[src/rtl/greedy_word_wrap_macros.svh]
// Assertion macros shared by the word-wrap RTL.
`ifndef GREEDY_WORD_WRAP_MACROS_SVH
`define GREEDY_WORD_WRAP_MACROS_SVH

// Same-cycle implication, disabled while reset is held.
`define GWW_ASSERT_NOW(lbl, clk, rst_n, ante, cons) \
    lbl: assert property (@(posedge clk) disable iff (!(rst_n)) (ante) |-> (cons)) \
        else $error("word wrap: same-cycle check failed");

// Next-cycle implication, disabled while reset is held.
`define GWW_ASSERT_NEXT(lbl, clk, rst_n, ante, cons) \
    lbl: assert property (@(posedge clk) disable iff (!(rst_n)) (ante) |=> (cons)) \
        else $error("word wrap: next-cycle check failed");

`endif

[src/rtl/gww_pkg.sv]
// Package: types, constants and codes of the greedy word-wrap block.
package gww_pkg;

    localparam int LINE_W   = 10;
    localparam int CHAR_W   = 8;
    localparam int SUM_W    = LINE_W + 1;
    localparam int MAX_WORD_DEF = 32;

    localparam logic [LINE_W-1:0] LINE_WIDTH_RST = 10'd75;

    localparam logic [CHAR_W-1:0] CH_SPACE = 8'h20;
    localparam logic [CHAR_W-1:0] CH_TAB   = 8'h09;
    localparam logic [CHAR_W-1:0] CH_NL    = 8'h0A;

    localparam logic CMD_TEXT = 1'b0;
    localparam logic CMD_END  = 1'b1;

    typedef enum logic [2:0] {
        S_IDLE,
        S_FIT,
        S_NL,
        S_SP,
        S_ADD,
        S_WORD,
        S_END_NL
    } t_state;

    typedef struct packed {
        logic [LINE_W-1:0] a;
        logic [LINE_W-1:0] b;
        logic              cin;
        logic [LINE_W-1:0] limit;
    } t_alu_req;

    typedef struct packed {
        logic [SUM_W-1:0] sum;
        logic             gt;
    } t_alu_rsp;

endpackage

[src/rtl/gww_alu.sv]
// Shared adder and limit comparator used by the wrap sequencer.
module gww_alu (
    input  gww_pkg::t_alu_req i_req,
    output gww_pkg::t_alu_rsp o_rsp
);
    import gww_pkg::*;

    logic [SUM_W-1:0] sum;

    always_comb begin
        sum = {1'b0, i_req.a} + {1'b0, i_req.b} + {{(SUM_W-1){1'b0}}, i_req.cin};
        o_rsp.sum = sum;
        o_rsp.gt  = sum > {1'b0, i_req.limit};
    end

endmodule

[src/rtl/greedy_word_wrap.sv]
// Greedy word-wrap line filler: top level with sequencer and word buffer.
//
// Input stream: one item per text byte. tdata carries the byte, tuser is the
// command (0 = text byte, 1 = end of text). Output stream: one item per output
// byte, tdata is the byte, tlast marks the last result of an input item and
// tuser flags word bytes of a word that lost bytes to capacity.
// The configuration port writes line_width (reset value 75) on i_cfg_we;
// write it only while the block is idle.
// A word byte is taken with no results. A separator or end of text that
// completes a word of L bytes keeps the block busy for a fit check on the
// shared adder, an optional newline or space, a line-length update on the
// shared adder, then the L word bytes read from the word buffer. End of text
// adds a closing newline when the line is not empty. The input is not ready
// while a word is being emitted.
// Results go through one output register; when the receiver stalls the
// sequencer holds in its current emission step until the register frees.
// Reset clears the line length, word length, overflow flag and output valid;
// the word buffer holds no reset value and is only read below the word length.
`include "greedy_word_wrap_macros.svh"

module greedy_word_wrap #(
    parameter int MAX_WORD = gww_pkg::MAX_WORD_DEF
) (
    input  logic                        i_clk,
    input  logic                        i_rst_n,
    // configuration
    input  logic                        i_cfg_we,
    input  logic [gww_pkg::LINE_W-1:0]  i_cfg_wdata,
    // input stream
    input  logic                        i_s_axis_tvalid,
    output logic                        o_s_axis_tready,
    input  logic [gww_pkg::CHAR_W-1:0]  i_s_axis_tdata,  // [7:0] char_in
    input  logic                        i_s_axis_tuser,  // [0] cmd
    // output stream
    output logic                        o_m_axis_tvalid,
    input  logic                        i_m_axis_tready,
    output logic [gww_pkg::CHAR_W-1:0]  o_m_axis_tdata,  // [7:0] char_out
    output logic                        o_m_axis_tlast,
    output logic                        o_m_axis_tuser   // [0] word_overflow
);
    import gww_pkg::*;

    localparam int LEN_W = $clog2(MAX_WORD + 1);
    localparam int IDX_W = (MAX_WORD > 1) ? $clog2(MAX_WORD) : 1;

    t_state             r_state, n_state;
    logic [LINE_W-1:0]  r_width;
    logic [LINE_W-1:0]  r_ll, n_ll;
    logic [LEN_W-1:0]   r_wl, n_wl;
    logic [LEN_W-1:0]   r_idx, n_idx;
    logic               r_ovf, n_ovf;
    logic               r_end;
    logic [CHAR_W-1:0]  r_rd_data;
    logic [CHAR_W-1:0]  r_mem [MAX_WORD];

    logic               r_out_valid;
    logic [CHAR_W-1:0]  r_out_data;
    logic               r_out_last;
    logic               r_out_ovf;

    t_alu_req           alu_req;
    t_alu_rsp           alu_rsp;

    logic               acc;
    logic               is_sep;
    logic               is_end;
    logic               emit_ok;
    logic               last_byte;
    logic               em_valid;
    logic [CHAR_W-1:0]  em_data;
    logic               em_last;
    logic               em_ovf;
    logic               em_fire;
    logic               out_sep;

    gww_alu u_alu (
        .i_req (alu_req),
        .o_rsp (alu_rsp)
    );

    assign o_s_axis_tready = (r_state == S_IDLE);
    assign acc       = i_s_axis_tvalid && o_s_axis_tready;
    assign is_end    = (i_s_axis_tuser == CMD_END);
    assign is_sep    = (i_s_axis_tdata == CH_SPACE) || (i_s_axis_tdata == CH_TAB) ||
                       (i_s_axis_tdata == CH_NL);
    assign emit_ok   = !r_out_valid || i_m_axis_tready;
    assign last_byte = ((r_idx + LEN_W'(1)) == r_wl);
    assign em_fire   = em_valid && emit_ok;

    // next state
    always_comb begin
        n_state = r_state;
        case (r_state)
            S_IDLE: begin
                if (acc) begin
                    if (is_end) begin
                        if (r_wl != '0) begin
                            n_state = S_FIT;
                        end else if (r_ll != '0) begin
                            n_state = S_END_NL;
                        end
                    end else if (is_sep && (r_wl != '0)) begin
                        n_state = S_FIT;
                    end
                end
            end
            S_FIT: begin
                if ((r_ll != '0) && alu_rsp.gt) begin
                    n_state = S_NL;
                end else if (r_ll != '0) begin
                    n_state = S_SP;
                end else begin
                    n_state = S_ADD;
                end
            end
            S_NL: begin
                if (emit_ok) n_state = S_ADD;
            end
            S_SP: begin
                if (emit_ok) n_state = S_ADD;
            end
            S_ADD: begin
                n_state = S_WORD;
            end
            S_WORD: begin
                if (emit_ok && last_byte) begin
                    n_state = (r_end && (r_ll != '0)) ? S_END_NL : S_IDLE;
                end
            end
            S_END_NL: begin
                if (emit_ok) n_state = S_IDLE;
            end
            default: n_state = S_IDLE;
        endcase
    end

    // datapath and emission
    always_comb begin
        n_ll          = r_ll;
        n_wl          = r_wl;
        n_idx         = r_idx;
        n_ovf         = r_ovf;
        alu_req.a     = r_ll;
        alu_req.b     = LINE_W'(r_wl);
        alu_req.cin   = 1'b1;
        alu_req.limit = r_width;
        em_valid      = 1'b0;
        em_data       = CH_NL;
        em_last       = 1'b0;
        em_ovf        = 1'b0;
        case (r_state)
            S_IDLE: begin
                if (acc) begin
                    n_idx = '0;
                    if (!is_end && !is_sep) begin
                        if (r_wl < LEN_W'(MAX_WORD)) begin
                            n_wl = r_wl + LEN_W'(1);
                        end else begin
                            n_ovf = 1'b1;
                        end
                    end
                end
            end
            S_FIT: begin
            end
            S_NL: begin
                em_valid = 1'b1;
                if (emit_ok) n_ll = '0;
            end
            S_SP: begin
                alu_req.b = '0;
                em_valid  = 1'b1;
                em_data   = CH_SPACE;
                if (emit_ok) n_ll = alu_rsp.sum[LINE_W-1:0];
            end
            S_ADD: begin
                alu_req.cin = 1'b0;
                n_ll        = alu_rsp.sum[LINE_W-1:0];
            end
            S_WORD: begin
                em_valid = 1'b1;
                em_data  = r_rd_data;
                em_ovf   = r_ovf;
                em_last  = last_byte && !(r_end && (r_ll != '0));
                if (emit_ok) begin
                    if (last_byte) begin
                        n_idx = '0;
                        n_wl  = '0;
                        n_ovf = 1'b0;
                    end else begin
                        n_idx = r_idx + LEN_W'(1);
                    end
                end
            end
            S_END_NL: begin
                em_valid = 1'b1;
                em_last  = 1'b1;
                if (emit_ok) n_ll = '0;
            end
            default: begin
            end
        endcase
    end

    always_ff @(posedge i_clk) begin
        if (!i_rst_n) begin
            r_state     <= S_IDLE;
            r_width     <= LINE_WIDTH_RST;
            r_ll        <= '0;
            r_wl        <= '0;
            r_idx       <= '0;
            r_ovf       <= 1'b0;
            r_end       <= 1'b0;
            r_out_valid <= 1'b0;
        end else begin
            r_state <= n_state;
            r_ll    <= n_ll;
            r_wl    <= n_wl;
            r_idx   <= n_idx;
            r_ovf   <= n_ovf;
            if (i_cfg_we) r_width <= i_cfg_wdata;
            if (acc) r_end <= is_end;
            if (em_fire) begin
                r_out_valid <= 1'b1;
            end else if (i_m_axis_tready) begin
                r_out_valid <= 1'b0;
            end
        end
    end

    always_ff @(posedge i_clk) begin
        if (em_fire) begin
            r_out_data <= em_data;
            r_out_last <= em_last;
            r_out_ovf  <= em_ovf;
        end
    end

    // word buffer: write on text byte below capacity, registered read at the next index
    always_ff @(posedge i_clk) begin
        if (acc && !is_end && !is_sep && (r_wl < LEN_W'(MAX_WORD))) begin
            r_mem[r_wl[IDX_W-1:0]] <= i_s_axis_tdata;
        end
        r_rd_data <= r_mem[n_idx[IDX_W-1:0]];
    end

    assign o_m_axis_tvalid = r_out_valid;
    assign o_m_axis_tdata  = r_out_data;
    assign o_m_axis_tlast  = r_out_last;
    assign o_m_axis_tuser  = r_out_ovf;

    assign out_sep = (o_m_axis_tdata == CH_SPACE) || (o_m_axis_tdata == CH_NL);

    `GWW_ASSERT_NOW(a_idx_in_word, i_clk, i_rst_n, r_state == S_WORD, r_idx < r_wl)
    `GWW_ASSERT_NEXT(a_end_nl_clears, i_clk, i_rst_n, (r_state == S_END_NL) && emit_ok, r_ll == '0)
    `GWW_ASSERT_NEXT(a_last_to_idle, i_clk, i_rst_n, em_fire && em_last, r_state == S_IDLE)
    `GWW_ASSERT_NOW(a_ovf_word_only, i_clk, i_rst_n, o_m_axis_tvalid && o_m_axis_tuser, !out_sep)

endmodule

[config.mk]
export PLATFORM = sky130hd
export DESIGN_NAME = greedy_word_wrap
export DESIGN_NICKNAME = d
export VERILOG_FILES = /design/src/rtl/gww_pkg.sv /design/src/rtl/gww_alu.sv /design/src/rtl/greedy_word_wrap.sv
export VERILOG_INCLUDE_DIRS = /design/src /design/src/rtl
export SDC_FILE = /design/constraint.sdc
export NUM_CORES = 1
export LEC_CHECK = 0
export ABC_AREA = 1
export BUFFER_PORTS_ARGS = -buffer_cell sky130_fd_sc_hd__buf_4
export CAP_MARGIN = 20
export CELL_PAD_IN_SITES_DETAIL_PLACEMENT = 0
export CELL_PAD_IN_SITES_GLOBAL_PLACEMENT = 1
export CORE_MARGIN = 1
export CORE_UTILIZATION = 50
export DETAILED_ROUTE_END_ITERATION = 16
export GPL_TIMING_DRIVEN = 0
export PLACE_DENSITY_LB_ADDON = 0.05
export SYNTH_ARGS = -nofsm -noshare
export SYNTH_HDL_FRONTEND = slang
export SYNTH_SLANG_ARGS = --single-unit
[constraint.sdc]
create_clock -name i_clk -period 5.1 [get_ports i_clk]
set_clock_uncertainty 0.05 [all_clocks]
set_input_delay 0 -clock i_clk [delete_from_list [all_inputs] [get_ports i_clk]]
set_output_delay 0 -clock i_clk [all_outputs]
set_load 0.1 [all_outputs]
# After elaboration in Yosys (flattened, before gate mapping)
# Memories as Yosys holds them, arrays and structs flattened. A register that Yosys moved wholly into a read port is not among the register bits.
# Index checks and enable logic that the tools add are counted.
dict set report totals {
  reg_bits 48
  latch_bits 0
  ram_bits 256
  rom_bits 0
  inputBits 24
  out_inout_bits 12
  word_cells 114
  mem_count 1
}
# name depth word_bits read_ports rd_ports_with_merged_regs wr line
set mem_list {}
lappend mem_list {r_mem 32 8 1 1 1 greedy_word_wrap.sv:54} ;# logic [CHAR_W-1:0] r_mem [MAX_WORD];
dict set report classes {
  n_addsub 4
  mul 0
  div_mod_pow 0
  order_cmp 2
  eq_ne 23
  shifts 0
  n_mux 40
  bitwise_logic 0
  reduce_logical 32
}
# operator count
set op_table {}
lappend op_table {{2-to-1 mux 6 bit} 9}
lappend op_table {{2-to-1 mux 3 bit} 11}
lappend op_table {{one-hot mux 10 bit (3 select lines)} 1}
lappend op_table {{one-hot mux 6 bit (2 select lines)} 2}
lappend op_table {{2-to-1 mux 10 bit} 2}
lappend op_table {{one-hot mux 3 bit (6 select lines)} 1}
lappend op_table {{AND reduction 6 bit} 3}
lappend op_table {{== test 8 x 4 -> 1 bit, second input constant} 2}
lappend op_table {{one-hot mux 8 bit (2 select lines)} 1}
lappend op_table {{adder 6 x 1 -> 6 bit, second input constant} 2}
lappend op_table {{!= test 2 bit, second input constant} 6}
lappend op_table {{adder 10 x 6 -> 11 bit} 1}
lappend op_table {{adder 11 x 1 -> 11 bit} 1}
lappend op_table {{> comparator 11 x 10 -> 1 bit} 1}
lappend op_table {{logical AND 1 bit} 11}
lappend op_table {{2-to-1 mux 1 bit} 11}
lappend op_table {{!= test 2 x 1 -> 1 bit, second input constant} 5}
lappend op_table {{nonzero test 10 bit} 1}
lappend op_table {{== test 3 bit, second input constant} 3}
lappend op_table {{== test 8 x 6 -> 1 bit, second input constant} 1}
lappend op_table {{== test 3 x 2 -> 1 bit, second input constant} 2}
lappend op_table {{== test 6 bit} 1}
lappend op_table {{< comparator 6 bit, second input constant} 1}
lappend op_table {{AND reduction 3 bit} 2}
lappend op_table {{12 further kinds} 20}

# Depth between registers and ports, before layout
# Gate-level depths: netlist of run 1.
dict set report logic_depth {
  ltp_word 8
  ltp_mapped 25
  mapped_depth_nobuf 25
}

# Hierarchy
# From an unflattened synthesis of run 1, not the netlist that was laid out.
dict set report unflattened {
  cells_unflattened 1563
  hier_area_um2 14866.8
}
# module n_inst cells_each area_each_um2 seq_area_each_um2
set by_module_without_submodules {}
lappend by_module_without_submodules {greedy_word_wrap 1 1423 14039.7 8908.5}
lappend by_module_without_submodules {gww_alu 1 140 827.0 0.0}

# Worst setup path after synthesis of run 1
# OpenSTA, ideal clock, no wires.
dict set report synth_path {
  kind {register -> register}
  start {reg r_state[2]}
  end {reg r_state[0]}
  setup_time_ns 0.071
  t_arrival_ns 3.485
  required_time_ns 4.979
  slack_ns 1.494
  stages_incl_launch_ff 25
  path_buffers 0
  synth_period_minus_slack_ns 3.606
  cell_sequence {dfxtp_1 nor2_1 inv_1 nor2_1 inv_1 nand2_1 fa_1 fa_1 o21ai_0 a21oi_1 o21ai_0 xor2_1 inv_1 ha_1 nand2_1 nor2_1 a211oi_1 o21ai_0 nand3_1 a21boi_0 o21ai_0 nand3_1 nand2_1 nand2_1 a21oi_1}
}
dict set report synth_between {
  elab_chain_cells 8
  elab_cells_between_ends 24
  classes_between {add/sub: 2; order compare: 1; eq/ne: 12; mux: 4; reduce/logical: 5}
}
# item line
set synth_lines {}
lappend synth_lines {{from (decl)} greedy_word_wrap.sv:46} ;# t_state r_state, n_state;
lappend synth_lines {{from (signal assigned)} greedy_word_wrap.sv:216} ;# r_state <= n_state;
lappend synth_lines {{== test 3 x 2 -> 1 bit} {greedy_word_wrap.sv:93, greedy_word_wrap.sv:151}}
lappend synth_lines {{2-to-1 mux 6 bit} greedy_word_wrap.sv:151} ;# case (r_state)
lappend synth_lines {{adder 10 x 6 -> 11 bit} gww_alu.sv:11} ;# sum = {1'b0, i_req.a} + {1'b0, i_req.b} + {{(SUM_W-1){1'b0}}, i_req.cin};
lappend synth_lines {{adder 11 x 1 -> 11 bit} gww_alu.sv:11}
lappend synth_lines {{> comparator 11 x 10 -> 1 bit} gww_alu.sv:13} ;# o_rsp.gt = sum > {1'b0, i_req.limit};
lappend synth_lines {{logical AND 1 bit} greedy_word_wrap.sv:108} ;# if ((r_ll != '0) && alu_rsp.gt) begin
lappend synth_lines {{2-to-1 mux 3 bit} greedy_word_wrap.sv:108}
lappend synth_lines {{one-hot mux 3 bit (6 select lines)} greedy_word_wrap.sv:93} ;# case (r_state)
# Several ways; a longest one is shown, not always the timed one.
# A chain may end at the register's enable or synchronous reset.

# Worst setup path after layout of run 1
# Same ends and word-level chain as after synthesis.

==> impl_metrics.py, run 1 <==
metrics = {
    "clock_network": {
        "clock-sinks": 312,
        "clkLatencyLatePin_ps": 510,
        "cts-buffers-inserted": 35,
        "root_buffer": "clkbuf_16",
        "h-tree-depth": 2,
        "clockBufferDepth": 3,
        "clkTransAtPathRegs_ps": 60,
        "cts_resized": 0,
        "cts_tree": "done",
    },
    "run": {
        "cap_violations": 0,
    },
    "sta": {
        "setup_tns_ps": 0,
        "hold_violations": 0,
        "post-route-min-period_ps": 4320,
        "worstMarginPinSlew_ps": 837,
        "drv_slew": 0,
        "rsz0062_at_grt": "no",
        "slew_headroom": 0.440,
        "setup_viol": 0,
        "finalCritPeriodShare": 0.847,
        "fmax_ghz": 0.231,
    },
    "worst_setup_path": {
        "reg2reg_slack_ps": 780,
        "max_stage_delay_ps": 420,
        "path_max_fanout": 8,
        "critical-path-slowest-cell": "dfxtp_1",
        "start_kind": "flip-flop",
        "path_class": "reg -> reg",
        "cp.arrival_ps": 4710,
        "worst_ep_required_time_ps": 5490,
        "path_cells": "nor2_1 > inv_1 > nor2_1 > inv_1 > nand2_1 > fa_1 > fa_1 > o21ai_0 > a21oi_1 > o21ai_0 > xor2_1 > inv_1 > ha_1 > nand2_1 > nor2_1 > a211oi_1 > o21ai_0 > nand3_1 > a21boi_0 > o21ai_0 > nand3_1 > nand2_1 > nand2_1 > a21oi_1",
        "crit_path_end_kind": "flip-flop",
    },
    "floorplanning": {
        "start_util": 0.509,
        "rows": 62,
        "io_pins": 36,
        "die_w_um": 173,
        "die_area_mm2": 0.0300,
        "die_h_um": 173,
        "coreArea_mm2": 0.0288,
    },
    "final_layout": {
        "diodes": 0,
        "design_area_mm2": 0.0168,
        "drive_above_1_share": 0.102,
        "fin_nets": 1644,
        "fillCellCount": 2543,
        "area_growth_pct": 14.9,
    },
    "drt": {
        "routed_wl_um": 40400,
        "drt-initial-drc-count": 1050,
        "vias": 10800,
        "wire_per_inst_um": 20.1,
        "ant_nets": 0,
        "firstDrtPassIters": 5,
        "via_per_inst": 5.41,
        "drc": 0,
    },
    "synthesis": {
        "synthCells": 1490,
        "syn-num-nets": 1536,
        "synth_area_per_cell_um2": 9.83,
        "yosys.area.top_type": "edfxtp_1",
        "yosysMostFrequentCell": "nand3_1",
        "ys_seq_area_frac": 0.608,
        "synth_top_area_share": 0.546,
        "yosysWarnings": 0,
        "synth.area.top_cells": "edfxtp_1 (55%), nand3_1 (10%), nand2_1 (6.7%)",
        "synth_edf_count": 266,
        "synth_ff_type": "edfxtp_1",
        "yosysUniqueCellTypes": 39,
        "synth_common_cells": "nand3_1 (298), edfxtp_1 (266), nand2_1 (263)",
        "ys_ff_latch": 312,
        "ys_async_sr_fraction": 0,
        "synth_area_mm2": 0.0146,
    },
    "grt": {
        "grt_pass1_vias": 10600,
        "grt.total_usage": 0.277,
        "grt_max_degree": 36,
        "grt_pass1_wl_um": 61900,
        "grt_overflow_total": 0,
        "antenna_found_initial": 0,
    },
    "placement": {
        "placed_area_mm2": 0.0154,
        "dp_hpwl_um": 26600,
        "port_buffers": 34,
        "gp_congestion": 0.872,
    },
    "power_and_ir_drop": {
        "p_leak_uw": 0.00684,
        "ir_worst_vdd_mv": 0.311,
        "power_density_mw_per_mm2": 353,
    },
    "status": {
        "status": "finished clean",
    },
    "min_path": {
        "hold_path.class": "in -> reg",
    },
}
==> worst max-delay path: cells and delay by family, from the launching register on <==
| kind | cells | cell delay [ps] |
|---|---|---|
| AOI/OAI and AO/OA | 8 | 1410 |
| xor gates and xnor gates | 1 | 180 |
| DFF | 1 | 420 |
| buffers and inverters | 3 | 310 |
| adders and majority gates | 3 | 1140 |
| and+or+nand+nor | 9 | 730 |
==> power breakdown <==
part | switching (uW) | internal (uW) | total [uW]
Sequential | 30.0 | 2830 | 2860
Clock | 959 | 1400 | 2360
Combinational | 512 | 205 | 717
==> metal layers <==
metal  routed length, um  track usage  vias to the layer above
li1                    -            -                     5201
met1               17700        0.395                     5179
met2               18900        0.449                      395
met3                2750       0.0314                       73
met4                1090       0.0822                        0
met5                   0            0                        -
==> flip-flops by register name (all words and copies together) (netlist names), 3 cells and up <==
| register | flops |
|---|---|
| r_rd_data | 8 |
| r_mem | 256 |
| r_idx | 6 |
| r_wl | 6 |
| r_width | 10 |
| r_state | 3 |
| r_ll | 10 |
| o_m_axis_tdata | 8 |
==> layout by cell type (no fill, tap or decap), types with 39 or more instances in the layout <==
| cell | n |
|---|---|
| nand3_1 | 298 |
| edfxtp_1 | 266 |
| nand2_1 | 263 |
| inv_1 | 238 |
| nand3b_1 | 80 |
| nor2_1 | 76 |
| buf_4 | 58 |
| dfxtp_1 | 46 |
| a21oi_1 | 39 |
==> path summary, 6_finish.rpt <==
| kind | to | from | depth (start not counted) |
|---|---|---|---|
| max | r_state[0] | r_state[2] | 24 |
| min | r_width[2] | i_cfg_we | 4 |
| max reg2reg | r_state[0] | r_state[2] | 24 |
| min reg2reg | r_width[2] | r_width[2] | 2 |
==> logic make-up after synthesis <==
group,after synthesis,synth area share
adders and majority gates,22,0.0198
buffers and inverters,325,0.0935
xor gates and xnor gates,8,0.00479
DFF,312,0.608
and+or+nand+nor,749,0.245
AOI/OAI and AO/OA,74,0.0287
==> area by class of cell <==
type | instances | area [um^2] | area share
buffer | 74 | 427 | 0.0254
clock buffer | 47 | 983 | 0.0585
clock inverter | 12 | 85.1 | 0.00506
inverter | 251 | 942 | 0.0560
multi-input combinational | 853 | 4360 | 0.259
sequential | 312 | 8910 | 0.530
tap | 384 | 480 | 0.0286
timing repair buffer | 71 | 626 | 0.0372
==> stage by stage <==
step | utilization | power, uW | hold slack, ps | cells | worst slack, ps
6_report | 0.584 | 5930 | 41.9 | 2004 | 778
3_3_place_gp | 0.534 | 3590 | 166 | 1908 | 850
5_1_grt | 0.584 | 6120 | 113 | 2004 | 270
3_5_place_dp | 0.534 | 3600 | 171 | 1908 | 790
4_1_cts | 0.584 | 5950 | 31.3 | 2004 | 780
2_1_floorplan | - | 3360 | 48.9 | 1490 | 1490
==> what timing repair did <==
action | CTS | global route
hold endpoints to repair | 261 | 0
hold buffers | 37 | 0
buffers inserted | 0 | 0
(Power assumes the default switching activity.)
==> run 2: changes to the inputs <==
--- a/config.mk
+++ b/config.mk
@@ -6,13 +6,13 @@
 export SDC_FILE = /design/constraint.sdc
 export NUM_CORES = 1
 export LEC_CHECK = 0
-export ABC_AREA = 1
+export ABC_AREA = 0
 export BUFFER_PORTS_ARGS = -buffer_cell sky130_fd_sc_hd__buf_4
 export CAP_MARGIN = 20
 export CELL_PAD_IN_SITES_DETAIL_PLACEMENT = 0
 export CELL_PAD_IN_SITES_GLOBAL_PLACEMENT = 1
 export CORE_MARGIN = 1
-export CORE_UTILIZATION = 50
+export CORE_UTILIZATION = 51
 export DETAILED_ROUTE_END_ITERATION = 16
 export GPL_TIMING_DRIVEN = 0
 export PLACE_DENSITY_LB_ADDON = 0.05
==> constraint.sdc (replaced) <==
create_clock -name i_clk -period 4 [get_ports i_clk]
set_clock_uncertainty 0.05 [all_clocks]
set_input_delay 0 -clock i_clk [delete_from_list [all_inputs] [get_ports i_clk]]
set_output_delay 0 -clock i_clk [all_outputs]
set_load 0.1 [all_outputs]
==> impl_metrics.py, run 2 <==
metrics = {
    "status": {
        "status": "finished clean",
    },
    "clock_network": {
        "cts-buffers-inserted": 36,
        "clkTransAtPathRegs_ps": 60,
        "clockBufferDepth": 3,
        "h-tree-depth": 2,
        "clock-sinks": 312,
        "root_buffer": "clkbuf_16",
        "cts_tree": "done",
        "clkLatencyLatePin_ps": 520,
    },
    "power_and_ir_drop": {
        "p_leak_uw": 0.00562,
        "ir_worst_vdd_mv": 0.363,
        "power_density_mw_per_mm2": 471,
    },
    "floorplanning": {
        "io_pins": 36,
        "die_w_um": 165,
        "die_area_mm2": 0.0271,
        "start_util": 0.519,
        "coreArea_mm2": 0.0260,
        "die_h_um": 165,
        "rows": 59,
    },
    "final_layout": {
        "fillCellCount": 2124,
        "diodes": 0,
        "design_area_mm2": 0.0159,
        "fin_nets": 1256,
        "drive_above_1_share": 0.153,
        "final_common_cell": "edfxtp_1",
        "mostFrequentLayoutCells": "edfxtp_1 (266), nand2_1 (192), nand3_1 (68), nor2_1 (68), buf_4 (55)",
        "largest_reg_flops": 256,
        "area_growth_pct": 18.3,
    },
    "synthesis": {
        "synth.area.top_cells": "edfxtp_1 (59%), dfxtp_1 (6.8%), nand2_1 (5.4%)",
        "synth_area_mm2": 0.0135,
        "yosysMostFrequentCell": "edfxtp_1",
        "ys_async_sr_fraction": 0,
        "yosys.area.top_type": "edfxtp_1",
        "syn-num-nets": 1138,
        "yosysWarnings": 0,
        "ys_seq_area_frac": 0.661,
        "synth_area_per_cell_um2": 12.3,
        "yosysUniqueCellTypes": 64,
        "synth_common_cells": "edfxtp_1 (266), nand2_1 (193), nor2_1 (69)",
        "synth_ff_type": "edfxtp_1",
        "synth_top_area_share": 0.593,
        "ys_ff_latch": 312,
        "synthCells": 1092,
        "synth_edf_count": 266,
    },
    "min_path": {
        "hold_path.class": "in -> reg",
    },
    "sta": {
        "whs_ps": 62.4,
        "setup_tns_ps": 0,
        "slew_headroom": 0.313,
        "hold_violations": 0,
        "rsz0062_at_grt": "yes",
        "finalCritPeriodShare": 0.969,
        "worstMarginPinSlew_ps": 1030,
        "setup_viol": 0,
        "post-route-min-period_ps": 3880,
        "drv_slew": 0,
        "fmax_ghz": 0.258,
    },
    "worst_setup_path": {
        "path_max_fanout": 10,
        "start_kind": "flip-flop",
        "worst_ep_required_time_ps": 4370,
        "path_class": "reg -> reg",
        "crit_path_end_kind": "flip-flop",
        "reg2reg_slack_ps": 120,
        "cp.arrival_ps": 4250,
    },
    "grt": {
        "antenna_found_initial": 0,
        "grt_pass1_wl_um": 48500,
        "grt_max_degree": 36,
        "grt_pass1_vias": 8543,
        "grt_overflow_total": 0,
        "grt.total_usage": 0.245,
    },
    "placement": {
        "gp_congestion": 0.885,
        "dp_hpwl_um": 21900,
        "port_buffers": 35,
        "placed_area_mm2": 0.0142,
    },
    "drt": {
        "via_per_inst": 5.62,
        "wire_per_inst_um": 20.9,
        "drt-initial-drc-count": 793,
        "ant_nets": 0,
        "vias": 8846,
        "firstDrtPassIters": 5,
        "routed_wl_um": 32900,
        "drc": 0,
    },
    "run": {
        "cap_violations": 0,
    },
}
## run 2: changes by cell type after synthesis, sizes merged, moves of 15 or more
cell    before  now
nor2b        0   20
a311oi       1   16
and2         0   38
inv        249   37
a21oi       39   12
nand3b      80    4
buf         59   29
nand2      267  193
a31oi        2   21
nand3      300   68
mux2i        0   40
## run 2: cell type report
cell class              count  area [um^2]  area share
clock inverters            23          251      0.0158
well taps                 335          419      0.0263
flip-flops and latches    312         8920       0.559
clock buffers              43          947      0.0594
inverters                  38          143     0.00895
repair buffers             81          664      0.0417
plain buffers              56          302      0.0189
multi-input cells         685         4300       0.270
## run 2: routing by layer
metal / vias to the layer above / GRT usage / wire length (um)
li1: 4269 / - / -
met1: 4258 / 0.334 / 14600
met2: 257 / 0.405 / 15800
met3: 62 / 0.0304 / 1630
met4: 0 / 0.0855 / 928
met5: - / 0 / 0
## run 2: final timing paths
path,from,endpoint,depth (start not counted)
max,r_idx[2],r_rd_data[3],13
min,i_cfg_we,r_width[3],4
max reg2reg,r_idx[2],r_rd_data[3],13
min reg2reg,r_ovf,r_ovf,2
## run 2: worst max-delay path, stage by stage, from the launching register on
cell and delay, ps:
dfxtp_1 350, buf_2 240, nand3_1 200, xnor2_1 360, a2111oi_4 50, buf_4 170, o211ai_1 360, buf_2 300
clkbuf_2 310, clkbuf_2 330, nand2_1 90, a311oi_1 480, a31oi_1 170, a41oi_1 320
## run 2: cell families (layout without fill, tap and decap cells)
family / after synthesis / after routing / share of synthesized area
xor gates and xnor gates: 16 / 16 / 0.0104
muxes: 48 / 48 / 0.0364
DFF: 312 / 312 / 0.661
AOI/OAI and AO/OA: 170 / 170 / 0.0946
adders and majority gates: 22 / 22 / 0.0215
buffers and inverters: 95 / 241 / 0.0301
and+or+nand+nor: 429 / 429 / 0.146
## run 2: where the power goes
part,internal [uW],switching (uW)
sequential,3580,26.0
clock,1970,1320
combinational,221,402
total,5770,1740
## run 2: timing repair
item | in CTS | in global routing
pin swaps | 3 | 19
buffers inserted | 3 | 13
resized for setup | 32 | 41
hold buffers | 26 | 0
endpoints found under the setup margin | 8 | 8
hold endpoints to repair | 273 | 0
cloned | 0 | 0
## run 2: through the flow
stage | instances | total power (uW) | setup WS, ps | util
6_report | 1573 | 7520 | 125 | 0.614
5_1_grt | 1573 | 7740 | -65.7 | 0.614
4_1_cts | 1561 | 7530 | 13.5 | 0.605
3_5_place_dp | 1466 | 4230 | -932 | 0.546
3_3_place_gp | 1462 | 4220 | -927 | 0.545
2_1_floorplan | 1092 | 4020 | 46.6 | -
